--- src/rtl/core/drbm_pkg.sv ---
// Shared types and constants for the dirty-rectangle bounding-box merge core.
package drbm_pkg;

    localparam int COORD_BITS = 16;
    localparam int TDATA_W    = 4 * COORD_BITS;
    localparam int TUSER_W    = 2;
    localparam int CFG_W      = 16;

    // Configuration register indexes
    localparam logic CFG_IDX_WIDTH  = 1'b0;
    localparam logic CFG_IDX_HEIGHT = 1'b1;

    localparam logic [CFG_W-1:0] DISP_W_RST = CFG_W'(320);
    localparam logic [CFG_W-1:0] DISP_H_RST = CFG_W'(240);

    typedef logic [COORD_BITS-1:0] coord_t;

    localparam coord_t COORD_ALL_ONES = '1;

    // One input beat, unpacked
    typedef struct packed {
        coord_t left;
        coord_t top;
        coord_t right;
        coord_t bottom;
        logic   copy_annotate;
        logic   last_rect;
        logic   empty_request;
    } rect_item_t;

    // One result beat, unpacked
    typedef struct packed {
        coord_t left;
        coord_t top;
        coord_t right;
        coord_t bottom;
        logic   covers_full_screen;
        logic   box_was_replaced;
    } box_result_t;

endpackage

--- src/rtl/core/dirty_rect_bounding_box_merge_core.sv ---
// Top level of the dirty-rectangle bounding-box merge core.
//
// Channel   Dir  Handshake          Payload
// s_*       in   s_tvalid/s_tready  rect beat: tdata coords, tlast, tuser flags
// m_*       out  m_tvalid/m_tready  merged box: tdata coords, tuser flags
// cfg_*     in   cfg_wr_en          display width / height registers
//
// One rectangle per cycle while m_* is not stalled; the box of an emitting beat
// goes through the input register and then the result register to m_*.
// The rate is set by the single merge stage between the input and result
// registers: four compares, a bounds check and a span compare.
// aresetn (synchronous) clears both stages, the running box and the
// pair-position bit, and sets the display to 320 x 240.
// A stalled m_tready holds the result register; s_tready drops only when
// the input register is full as well.
module dirty_rect_bounding_box_merge_core (
    input  logic                         aclk,
    input  logic                         aresetn,
    // Rectangle in
    input  logic                         s_tvalid,
    output logic                         s_tready,
    input  logic [drbm_pkg::TDATA_W-1:0] s_tdata,  // rect_left, rect_top, rect_right, rect_bottom
    input  logic [drbm_pkg::TUSER_W-1:0] s_tuser,  // copy_annotate, empty_request
    input  logic                         s_tlast,  // last_rect
    // Merged box out
    output logic                         m_tvalid,
    input  logic                         m_tready,
    output logic [drbm_pkg::TDATA_W-1:0] m_tdata,  // box_left, box_top, box_right, box_bottom
    output logic [drbm_pkg::TUSER_W-1:0] m_tuser,  // covers_full_screen, box_was_replaced
    // Configuration writes
    input  logic                         cfg_wr_en,
    input  logic                         cfg_addr,
    input  logic [drbm_pkg::CFG_W-1:0]   cfg_wdata
);
    import drbm_pkg::*;

    logic [CFG_W-1:0] disp_w_reg, disp_h_reg;

    rect_item_t  s_item;
    rect_item_t  item;
    logic        item_vld;
    logic        advance;
    logic        res_vld;
    box_result_t result;

    // Display size registers
    always_ff @(posedge aclk) begin
        if (!aresetn) begin
            disp_w_reg <= DISP_W_RST;
            disp_h_reg <= DISP_H_RST;
        end else if (cfg_wr_en) begin
            unique case (cfg_addr)
                CFG_IDX_WIDTH:  disp_w_reg <= cfg_wdata;
                CFG_IDX_HEIGHT: disp_h_reg <= cfg_wdata;
            endcase
        end
    end

    // Unpack the input beat
    always_comb begin
        s_item.left          = s_tdata[COORD_BITS-1:0];
        s_item.top           = s_tdata[2*COORD_BITS-1:COORD_BITS];
        s_item.right         = s_tdata[3*COORD_BITS-1:2*COORD_BITS];
        s_item.bottom        = s_tdata[4*COORD_BITS-1:3*COORD_BITS];
        s_item.copy_annotate = s_tuser[0];
        s_item.empty_request = s_tuser[1];
        s_item.last_rect     = s_tlast;
    end

    drbm_in_reg u_in (
        .aclk     (aclk),
        .aresetn  (aresetn),
        .s_tvalid (s_tvalid),
        .s_tready (s_tready),
        .s_item   (s_item),
        .advance  (advance),
        .item_vld (item_vld),
        .item     (item)
    );

    // Merge stage advances whenever the result slot can take a beat, so
    // every beat (emitting or not) waits for a free result slot
    drbm_merge u_merge (
        .aclk     (aclk),
        .aresetn  (aresetn),
        .item_vld (item_vld),
        .item     (item),
        .advance  (advance),
        .disp_w   (disp_w_reg),
        .disp_h   (disp_h_reg),
        .res_vld  (res_vld),
        .result   (result)
    );

    drbm_out_reg u_out (
        .aclk      (aclk),
        .aresetn   (aresetn),
        .load_vld  (res_vld),
        .load_res  (result),
        .slot_free (advance),
        .m_tvalid  (m_tvalid),
        .m_tready  (m_tready),
        .m_tdata   (m_tdata),
        .m_tuser   (m_tuser)
    );

`ifndef SYNTH
    // A replaced box is the full screen, which always covers
    a_replaced_covers: assert property (@(posedge aclk) disable iff (!aresetn)
        m_tvalid && m_tuser[1] |-> m_tuser[0])
        else $error("replaced box not flagged as full screen");

    // A kept box is non-empty and lies inside the display; this checks its right and bottom edges
    a_box_legal: assert property (@(posedge aclk) disable iff (!aresetn)
        m_tvalid && !m_tuser[1] |->
            (m_tdata[3*COORD_BITS-1:2*COORD_BITS] <= disp_w_reg) &&
            (m_tdata[4*COORD_BITS-1:3*COORD_BITS] <= disp_h_reg))
        else $error("merged box exceeds display");

    // Input backpressure only when both stages are full and the sink stalls
    a_stall_cause: assert property (@(posedge aclk) disable iff (!aresetn)
        !s_tready |-> item_vld && m_tvalid && !m_tready)
        else $error("input stalled without a full pipeline");
`endif

endmodule

--- src/rtl/core/drbm_in_reg.sv ---
// Input register stage: captures one rectangle beat per cycle while s_tready is high.
module drbm_in_reg (
    input  logic                aclk,
    input  logic                aresetn,
    input  logic                s_tvalid,
    output logic                s_tready,
    input  drbm_pkg::rect_item_t s_item,
    input  logic                advance,
    output logic                item_vld,
    output drbm_pkg::rect_item_t item
);
    import drbm_pkg::*;

    logic       vld_reg;
    rect_item_t item_reg;

    // Stage empties or hands its beat on in the same cycle
    assign s_tready = !vld_reg || advance;

    always_ff @(posedge aclk) begin
        if (!aresetn) begin
            vld_reg <= 1'b0;
        end else if (s_tready) begin
            vld_reg <= s_tvalid;
        end
    end

    always_ff @(posedge aclk) begin
        if (s_tvalid && s_tready) begin
            item_reg <= s_item;
        end
    end

    assign item_vld = vld_reg;
    assign item     = item_reg;

endmodule

--- src/rtl/core/drbm_merge.sv ---
// Running bounding-box accumulator and final box check.
module drbm_merge (
    input  logic                  aclk,
    input  logic                  aresetn,
    input  logic                  item_vld,
    input  drbm_pkg::rect_item_t  item,
    input  logic                  advance,
    input  drbm_pkg::coord_t      disp_w,
    input  drbm_pkg::coord_t      disp_h,
    output logic                  res_vld,
    output drbm_pkg::box_result_t result
);
    import drbm_pkg::*;

    coord_t min_left_reg, min_top_reg, max_right_reg, max_bottom_reg;
    coord_t min_left_next, min_top_next, max_right_next, max_bottom_next;
    logic   odd_reg, odd_next;

    coord_t nl, nt, nr, nb;
    logic   take, bad_box, emit;

    always_comb begin
        take = !item.copy_annotate || odd_reg;
        nl   = (take && item.left   < min_left_reg)   ? item.left   : min_left_reg;
        nt   = (take && item.top    < min_top_reg)    ? item.top    : min_top_reg;
        nr   = (take && item.right  > max_right_reg)  ? item.right  : max_right_reg;
        nb   = (take && item.bottom > max_bottom_reg) ? item.bottom : max_bottom_reg;

        bad_box = (nr > disp_w) || (nb > disp_h) || (nl >= nr) || (nt >= nb);
        emit    = item.empty_request || item.last_rect;

        // Full screen always covers; merged box covers when its span matches
        if (item.empty_request || bad_box) begin
            result.left               = '0;
            result.top                = '0;
            result.right              = disp_w;
            result.bottom             = disp_h;
            result.covers_full_screen = 1'b1;
            result.box_was_replaced   = !item.empty_request;
        end else begin
            result.left               = nl;
            result.top                = nt;
            result.right              = nr;
            result.bottom             = nb;
            result.covers_full_screen = (coord_t'(nr - nl) == disp_w) &&
                                        (coord_t'(nb - nt) == disp_h);
            result.box_was_replaced   = 1'b0;
        end

        res_vld = item_vld && emit;

        // Run state restarts after every emitted box
        if (emit) begin
            min_left_next   = COORD_ALL_ONES;
            min_top_next    = COORD_ALL_ONES;
            max_right_next  = '0;
            max_bottom_next = '0;
            odd_next        = 1'b0;
        end else begin
            min_left_next   = nl;
            min_top_next    = nt;
            max_right_next  = nr;
            max_bottom_next = nb;
            odd_next        = !odd_reg;
        end
    end

    always_ff @(posedge aclk) begin
        if (!aresetn) begin
            min_left_reg   <= COORD_ALL_ONES;
            min_top_reg    <= COORD_ALL_ONES;
            max_right_reg  <= '0;
            max_bottom_reg <= '0;
            odd_reg        <= 1'b0;
        end else if (item_vld && advance) begin
            min_left_reg   <= min_left_next;
            min_top_reg    <= min_top_next;
            max_right_reg  <= max_right_next;
            max_bottom_reg <= max_bottom_next;
            odd_reg        <= odd_next;
        end
    end

endmodule

--- src/rtl/core/drbm_out_reg.sv ---
// Result register driving the master-side stream.
module drbm_out_reg (
    input  logic                         aclk,
    input  logic                         aresetn,
    input  logic                         load_vld,
    input  drbm_pkg::box_result_t        load_res,
    output logic                         slot_free,
    output logic                         m_tvalid,
    input  logic                         m_tready,
    output logic [drbm_pkg::TDATA_W-1:0] m_tdata,
    output logic [drbm_pkg::TUSER_W-1:0] m_tuser
);
    import drbm_pkg::*;

    logic        vld_reg;
    box_result_t res_reg;

    assign slot_free = !vld_reg || m_tready;

    always_ff @(posedge aclk) begin
        if (!aresetn) begin
            vld_reg <= 1'b0;
        end else if (slot_free) begin
            vld_reg <= load_vld;
        end
    end

    always_ff @(posedge aclk) begin
        if (slot_free && load_vld) begin
            res_reg <= load_res;
        end
    end

    assign m_tvalid = vld_reg;
    assign m_tdata  = {res_reg.bottom, res_reg.right, res_reg.top, res_reg.left};
    assign m_tuser  = {res_reg.box_was_replaced, res_reg.covers_full_screen};

endmodule
--- config.mk ---
export PLATFORM = sky130hd
export DESIGN_NAME = dirty_rect_bounding_box_merge_core
export DESIGN_NICKNAME = d
export VERILOG_FILES = /design/src/rtl/core/drbm_pkg.sv /design/src/rtl/core/dirty_rect_bounding_box_merge_core.sv /design/src/rtl/core/drbm_in_reg.sv /design/src/rtl/core/drbm_merge.sv /design/src/rtl/core/drbm_out_reg.sv
export SDC_FILE = /design/constraint.sdc
export NUM_CORES = 1
export LEC_CHECK = 0
export ABC_AREA = 1
export BUFFER_PORTS_ARGS = -buffer_cell sky130_fd_sc_hd__buf_4
export CORE_ASPECT_RATIO = 1.4
export CORE_MARGIN = 3
export CORE_UTILIZATION = 54
export DETAILED_ROUTE_END_ITERATION = 8
export GPL_ROUTABILITY_DRIVEN = 0
export PLACE_DENSITY = 0.77
export SLEW_MARGIN = 0
export SYNTH_ARGS = -nofsm -noshare
export SYNTH_HDL_FRONTEND = slang
export SYNTH_SLANG_ARGS = --single-unit
--- constraint.sdc ---
create_clock -name aclk -period 4.9 [get_ports aclk]
set_clock_uncertainty 0.1 [all_clocks]
set_input_delay 0.98 -clock aclk [delete_from_list [all_inputs] [get_ports aclk]]
set_output_delay 0.98 -clock aclk [all_outputs]
set_load 0.05 [all_outputs]
Word-level counts from Yosys, hierarchy flattened
Index checks and enable logic that the tools add are counted.
Operators by class
  magnitude comparators: 8
  bitwise operators: 1
  mux-type cells: 10
  equality and inequality tests: 2
  add/sub/neg operators: 2
  reduce and logical (&&, ||, !) cells: 24
Operators with widths (count)
  $mux W16: 8
  $gt A16 B16 Y1: 4
  $mux W34: 1
  $eq A16 B16 Y1: 2
  $ge A16 B16 Y1: 2
  $lt A16 B16 Y1: 2
  $sub A16 B16 Y16: 2
  $logic_and A1 B1 Y1: 9
  $logic_or A1 B1 Y1: 8
  $logic_not A1 Y1: 5
  $reduce_and A2 Y1: 2
  $mux W1: 1
  $not A1 Y1: 1
Word-level totals
  logic and storage cells: 69
  register bits: 232
  output and inout bits: 68

Depth between registers and ports, before layout
Gate-level depths: netlist of run 1.
  depth after elaboration: 10
  mapped depth: 31
  mapped depth without buffers: 30

By module
Synthesis of run 1 repeated with hierarchy kept, for this count alone.
Second synthesis, totals
  cells, all modules: 1698
  area, all modules: 13586.8 sq um
By module, submodules not included
  drbm_merge: times used 1, area each 8252.9 sq um, cells an instance 1380
  drbm_in_reg: times used 1, area each 2063.2 sq um, cells an instance 74
  drbm_out_reg: times used 1, area each 2033.2 sq um, cells an instance 73
  dirty_rect_bounding_box_merge_core: times used 1, area each 1237.4 sq um, cells an instance 171

Worst setup path before layout of run 1
No wires, ideal clock.
  path type: input port to flip-flop
  start point: in m_tready
  end point: reg u_merge.min_left_reg[0]
  data arrival time: 4.841 ns
  data required time: 4.741 ns
  slack: -0.100 ns
  library setup time: 0.059 ns
  stages: 9
  cell sequence: inv_1 nand2_1 nand2_1 nor2_1 inv_1 nand2_1 clkbuf_1 a21oi_1 nand2_1
On the way
  longest elaborated chain between the ends: 2
RTL lines
  start, declared: line dirty_rect_bounding_box_merge_core.sv:27  | input logic m_tready,
  $logic_or A1 B1 Y1: line drbm_out_reg.sv:18  | assign slot_free = !vld_reg || m_tready;
  $logic_and A1 B1 Y1: line drbm_merge.sv:75  | end else if (item_vld && advance) begin
  end signal, assigned: line drbm_merge.sv:76  | min_left_reg <= min_left_next;
  end, declared: line drbm_merge.sv:15  | coord_t min_left_reg, min_top_reg, max_right_reg, max_bottom_reg;
Every way passes these cells.
A chain may end at the register's enable or synchronous reset.

Final worst setup path of run 1
  start point: reg u_in.item_reg (netlist bit u_in.item[50])
  end point: reg u_out.res_reg (netlist bit u_out.m_tdata[11]), data pin
On the way
  longest elaborated chain between the ends: 6
RTL lines
  start, declared: line drbm_in_reg.sv:15  | rect_item_t item_reg;
  start signal, assigned: line drbm_in_reg.sv:30  | item_reg <= s_item;
  $lt A16 B16 Y1: line drbm_merge.sv:25  | nt = (take && item.top < min_top_reg) ? item.top : min_top_reg;
  $logic_and A1 B1 Y1: line drbm_merge.sv:25
  $mux W16: line drbm_merge.sv:25
  net u_merge.nt[0]: line drbm_merge.sv:19  | coord_t nl, nt, nr, nb;
  $ge A16 B16 Y1: line drbm_merge.sv:29  | bad_box = (nr > disp_w) || (nb > disp_h) || (nl >= nr) || (nt >= nb);
  $logic_or A1 B1 Y1: line drbm_merge.sv:29
  $logic_or A1 B1 Y1: line drbm_merge.sv:33  | if (item.empty_request || bad_box) begin
  end signal, assigned: line drbm_out_reg.sv:30  | res_reg <= load_res;
  end, declared: line drbm_out_reg.sv:16  | box_result_t res_reg;
The timed path passes the listed nets, and every way through them passes these cells.

==> reports/results.ini, run 1 <==
[finish]
final_nets = 2175
layout-area-overhead-vs-synth_pct = 15.9
fin_cells = 2293
diodes = 0
drive_above_1_share_pct = 12.4
post-route-util_pct = 63.9
fin_area_sq_um = 16300
largest_register_ffs = 67

[drt]
vias = 12700
viasPerCell = 5.52
drtAntennaViolNets = 0
first_iter_violations = 1114
post-route-drc-count = 0
wl_mm = 39.8
firstDrtPassIters = 5
wire_per_inst_microns = 17.4

[logic_synthesis]
synth_seq_cells = 232
syn_inst = 1809
yosysMostFrequentCell = nand2_1
synthesis.nets = 2028
synth_flop_cell = edfxtp_1
netlist_top_cells_count = nand2_1, inv_1, nand3_1
synth_cell_type_count = 39
synth_area_leaders = edfxtp_1, nand2_1, dfxtp_1
ys_warn_count = 0
synth_top_family_by_area = simple AND/OR/NAND/NOR gates
synthXorXnorAreaFrac_pct = 0.932
muxShareOfSynthArea_pct = 0
synth-simple-area-share_pct = 27.9
synth_area_leader_cell = edfxtp_1
synth_area_sq_um = 14100
synthAdderAreaFrac_pct = 11.6
ys_seq_area_share_pct = 42.4
avgSynthCellArea_sq_um = 7.79
synth-compound-area-share_pct = 8.60
synth_edf_count = 133
synth_top_area_share_pct = 28.3
async_flop_share_pct = 0

[sta]
maxSlewViolCount = 0
tns_ns = 0
tightest_slew_ns = 1.08
finalCritPeriodShare_pct = 91.6
rsz0062_at_grt = false
fin_crit_ns = 4.49
relSlewSlack_pct = 27.4
fmax_ghz = 0.223
hold_viol = 0
setup_violations = 0

[cts]
cts_buffer_depth = 3
root_buffer = clkbuf_16
cts_hold_repair.buffers = 0
clock_sinks = 232
clk_pin_slew_worst_paths_ns = 0.06
clk_latency_ns = 0.53
cts_buffers = 24
htreeDepth = 1
cts_tree = yes

[placement]
placed_cell_area_sq_um = 15600
dp_cells = 2249
portBuffers = 156
hpwl_mm = 29.9

[worst_setup_path]
reg2reg_depth = 19
r2r_start = u_in.item[50]
cp_slowest_stage_delay_ns = 0.49
critPathMaxFanout = 19
worstPathCellList = ha_1 -> a211oi_1 -> o221a_2 -> nand2_2 -> nand2_1 -> nand2_1 -> inv_1 -> ha_1 -> inv_1 -> fa_1 -> nand3_1 -> nand2_1 -> nand3_1 -> nand3_1 -> nand4_1 -> nand2_1 -> nand3_2 -> buf_4 -> nor2_1
crit_family = simple AND/OR/NAND/NOR gates
worst_path_max_delay_cell = o221a_2
r2r_slack_ns = 0.41
crit_required_ns = 5.07
r2r_end = u_out.m_tdata[11]
cp-end-kind = register
cp_num_cells = 19
crit_top_cell = nand2_1
start_kind = register
path_class = reg -> reg
crit_buf_inv = 3
crit_arrival_ns = 4.66

[floorplan]
dieWidth_microns = 143
start_util_pct = 55.2
rows = 69
num_io_pins = 157
fp.dieArea_sq_um = 28100
die_h_microns = 197
core_sq_um = 25600

[hold_path]
worstHoldStart = u_merge.max_right_reg[2]
hold_depth = 2
hold_class = reg -> reg
hold_end = u_merge.max_right_reg[2]

[power]
pwr_density_cell_nw_per_um2 = 331
power.leakage_uw = 0.00783
ir_drop_mv = 0.276

[global_routing]
grt_max_degree = 67
grt_pass1_wl_mm = 61.7
grt.overflow.total = 0
grt_use_total_pct = 27.7
antenna_found_initial = 0
grt_pass1_vias = 12400

[flow_run]
maxCapViolations = 0

[run_status]
outcome = finished clean

-- layout make-up --
cell class                 count  area, sq um
multi-input combinational   1276         6930
clock inverter                11         87.6
sequential                   232         5980
inverter                     248          931
tap                          319          399
fill                        2191         9220
clock buffer                  33          676
timing repair buffer         174         1330
-- worst register-to-register path: stages (launching register included) --
cell,delay (ns)
edfxtp_1,0.41
ha_1,0.34
a211oi_1,0.29
o221a_2,0.50
nand2_2,0.33
nand2_1,0.18
nand2_1,0.09
inv_1,0.11
ha_1,0.15
inv_1,0.05
fa_1,0.45
nand3_1,0.14
nand2_1,0.10
nand3_1,0.11
nand3_1,0.10
nand4_1,0.10
nand2_1,0.12
nand3_2,0.16
buf_4,0.31
nor2_1,0.10
-- kinds of logic (layout without fill, tap and decap cells) --
family / after synthesis / count (layout)
simple gates: 904 / 904
buf+inv: 301 / 466
flops: 232 / 232
compound gates: 227 / 227
fa+ha+maj: 130 / 130
xor+xnor: 15 / 15
-- power breakdown --
part	total, uW	switching (uW)	internal, uW
clock	1800	780	1020
sequential	2230	64.8	2170
combinational	1370	903	470
-- worst max path at each step --
stage / startpoint / end
3_5_place_dp: u_in.item[66] / u_out.m_tdata[20]
3_3_place_gp: u_in.item[50] / u_out.m_tdata[11]
5_1_grt: u_in.item[50] / u_out.m_tdata[40]
2_1_floorplan: u_in.item[34] / u_out.m_tdata[15]
6_report: u_in.item[50] / u_out.m_tdata[11]
4_1_cts: u_in.item[50] / u_out.m_tdata[11]
-- cells in the final DEF, fill, tap and decap left out, types with 3 or more instances in the layout --
cell type  count
inv_1        243
nor2_1        83
nand2_1      534
ha_1         128
xor2_1         4
dfxtp_1       99
clkbuf_16     25
o211ai_1       7
or2_2          3
o21ai_0       43
and2_1        33
xnor2_1       11
buf_4        172
nand3b_1      36
o21a_1         3
clkinv_1       5
clkbuf_1       6
a21o_1         3
nand2_2        5
nand3_1      166
a21oi_1      156
edfxtp_1     133
nand4_1       17
nor3_1         8
clkinv_2       5
nor2_2        17
o21bai_1       4
-- routing by layer --
| layer | vias up | share of wire [%] | GRT usage (%) |
|---|---|---|---|
| met1 | 5785 | 37 | 31.2 |
| met4 | 0 | 6.3 | 15.6 |
| met2 | 482 | 51 | 50.3 |
| met5 | - | 0 | 0 |
| li1 | 6237 | - | - |
| met3 | 158 | 5.7 | 3.12 |
-- repair_timing --
| action | CTS | global route |
|---|---|---|
| buffers inserted | 0 | 0 |
| setup endpoints to repair | 0 | 66 |
| resized for setup | 0 | 2 |
-- through the flow --
step           power [uW]  hold WS, ns  setup slack [ns]
2_1_floorplan        3210        0.337             0.948
3_3_place_gp         3580        0.345             0.443
3_5_place_dp         3610        0.350             0.335
4_1_cts              5410        0.367             0.302
5_1_grt              5660        0.387            0.0963
6_report             5410        0.364             0.411
Note: power is estimated with default switching activity, not from simulation.
==> run 2: changes to the inputs <==
- BUFFER_PORTS_ARGS: -buffer_cell sky130_fd_sc_hd__buf_4 -> -buffer_cell sky130_fd_sc_hd__buf_2
- CAP_MARGIN: unset -> 25
- CORE_UTILIZATION: 54 -> 35
- PLACE_DENSITY: 0.77 -> 0.54
==> run 2 against run 1 <==
Core utilization down 23 points; clock power is 8% higher; design area fell by 0.11%; register-to-register slack about the same; via count fell by 2.4%; global-route usage shrank 8.0 points; sequential power about the same; cell count increased by 9.5%; power rose by 2.5%; critical path depth down 1; sequential share of layout area about the same; critical path type unchanged.
==> reports/results.ini, run 2 (synthesized netlist as in run 1, its figures left out) <==
[worst_setup_path]
r2r_slack_ns = 0.42  ; was 0.41 ns
reg2reg_depth = 18  ; was 19
start_kind = register  ; unchanged
critPathMaxFanout = 17  ; was 19
path_class = reg -> reg  ; unchanged
r2r_start = u_in.item[50]  ; unchanged
crit_required_ns = 5.09  ; was 5.07 ns
cp-end-kind = register  ; unchanged
r2r_end = u_out.m_tuser[0]  ; was u_out.m_tdata[11]
crit_arrival_ns = 4.67  ; was 4.66 ns

[drt]
met3_length_mm = 1.80  ; was 2.28 mm
vias = 12400  ; was 12700
wl_met1_mm = 16.7  ; was 14.6 mm
firstDrtPassIters = 5  ; unchanged
top_layer = met4  ; unchanged
drtAntennaViolNets = 0  ; unchanged
wire_per_inst_microns = 17.3  ; was 17.4 microns
first_iter_violations = 841  ; was 1114
viasPerCell = 4.92  ; was 5.52
post-route-drc-count = 0  ; unchanged
wl_mm = 43.4  ; was 39.8 mm
route.met2.wl_mm = 22.7  ; was 20.4 mm

[cts]
clk_latency_ns = 0.55  ; was 0.53 ns
cts_hold_repair.buffers = 0  ; unchanged
cts_buffer_depth = 3  ; unchanged
htreeDepth = 1  ; unchanged
cts_buffers = 25  ; was 24
postCtsSetupBuffers = 0  ; unchanged
clk_pin_slew_worst_paths_ns = 0.06  ; about the same
clock_sinks = 232  ; unchanged
cts_resized = 0  ; unchanged
cts_tree = yes  ; unchanged
root_buffer = clkbuf_16  ; unchanged

[sta]
finalCritPeriodShare_pct = 91.4  ; was 91.6%
rsz0062_at_grt = false  ; unchanged
maxSlewViolCount = 0  ; unchanged
fin_crit_ns = 4.48  ; was 4.49 ns
tns_ns = 0  ; unchanged
hold_viol = 0  ; unchanged
tightest_slew_ns = 0.965  ; was 1.08 ns
relSlewSlack_pct = 35.7  ; was 27.4%
fmax_ghz = 0.223  ; about the same
setup_violations = 0  ; unchanged

[placement]
hpwl_mm = 33.3  ; was 29.9 mm
dp_cells = 2464  ; was 2249
portBuffers = 156  ; unchanged

[global_routing]
grt_use_total_pct = 19.7  ; was 27.7%
grt.overflow.total = 0  ; unchanged
grt_max_degree = 67  ; unchanged
grt_pass1_wl_mm = 65.8  ; was 61.7 mm
grt_pass1_vias = 12100  ; was 12400
antenna_found_initial = 1  ; was 0

[finish]
drive_above_1_share_pct = 12.6  ; was 12.4%
diodes = 0  ; unchanged
nFillCells = 4105  ; was 2191
final_common_cell = nand2_1  ; unchanged
largest_register_ffs = 67  ; unchanged
final_cell_mix = nand2_1, inv_1, nand3_1  ; was nand2_1, inv_1, buf_4
layout-area-overhead-vs-synth_pct = 15.8  ; was 15.9%
final_nets = 2182  ; was 2175
fin_cells = 2510  ; was 2293

[floorplan]
start_util_pct = 35.6  ; was 55.2%
num_io_pins = 157  ; unchanged
fp.dieArea_sq_um = 42700  ; was 28100 sq um
rows = 86  ; was 69
dieWidth_microns = 176  ; was 143 microns
core_sq_um = 39600  ; was 25600 sq um
die_h_microns = 243  ; was 197 microns

[hold_path]
worstHoldStart = u_merge.min_top_reg[8]  ; was u_merge.max_right_reg[2]
hold_depth = 2  ; unchanged
hold_end = u_merge.min_top_reg[8]  ; was u_merge.max_right_reg[2]
hold_class = reg -> reg  ; unchanged

[flow_run]
maxCapViolations = 0  ; unchanged

[power]
power.leakage_uw = 0.00775  ; was 0.00783 uW
pwr_density_cell_nw_per_um2 = 340  ; was 331 nW/um^2
ir_drop_mv = 0.198  ; was 0.276 mV

[run_status]
outcome = finished clean  ; unchanged

[run 2: cell count changes in the layout (fill, tap and decap cells not counted), moves of 2 or more]
| cell | delta |
|---|---|
| clkinv_2 | -2 |
| nand2_2 | -2 |
| buf_2 | +156 |
| bufinv_16 | +2 |
| buf_4 | -150 |
| nand2_1 | +2 |
[run 2: final cells by class]
type                       instances  area (sq um)  area share, %
clock buffer                      35           693           4.25
multi-input combinational       1276          6930           42.5
tap                              528           661           4.05
sequential                       232          5980           36.6
inverter                         248           931           5.71
clock inverter                    11           141          0.867
timing repair buffer             180           986           6.04
[run 2: routing by layer]
| layer | vias up | track usage, % |
|---|---|---|
| li1 | 6260 | - |
| met2 | 325 | 37.1 |
| met3 | 94 | 2.35 |
| met1 | 5674 | 21.6 |
| met5 | - | 0 |
| met4 | 0 | 9.42 |
[run 2: worst max-delay path, cell delays in order (launching register included)]
cell	delay, ns
edfxtp_1	0.40
ha_1	0.35
a211oi_1	0.26
o221a_2	0.47
nand2_1	0.33
buf_4	0.27
nand2_1	0.07
nand2_1	0.11
ha_1	0.37
nand2_1	0.11
nor2_1	0.20
nand3_1	0.13
nand3_1	0.11
nand4_1	0.09
nand2_1	0.13
nand3_2	0.13
inv_2	0.32
buf_12	0.21
nand2_1	0.06
[run 2: power breakdown]
part	switching [uW]	internal [uW]
combinational	917	441
sequential	65.0	2170
clock	806	1150
total	1790	3760
[run 2: worst max-delay path by stage]
| stage | from | end | slack, ns | cells after the start |
|---|---|---|---|---|
| floorplan | u_in.item[34] | u_out.m_tdata[15] | 0.95 | 26 |
| global placement | u_in.item[50] | u_out.m_tuser[0] | 0.44 | 18 |
| detailed placement | u_in.item[50] | u_out.m_tuser[0] | 0.45 | 18 |
| CTS | u_in.item[50] | u_out.m_tuser[0] | 0.41 | 18 |
| global route | u_in.item[50] | u_out.m_tuser[0] | 0.05 | 18 |
| finish | u_in.item[50] | u_out.m_tuser[0] | 0.42 | 18 |
[run 2: through the flow]
step	hold WS [ns]	worst slack [ns]	power (uW)	cell area [sq um]	utilization, %
floorplan	0.337	0.948	3210	14100	-
global placement	0.346	0.439	3610	15500	39.1
detailed placement	0.351	0.454	3620	15500	39.1
CTS	0.365	0.409	5600	16300	41.2
global route	0.380	0.0536	5840	16300	41.2
finish	0.364	0.422	5540	16300	41.2
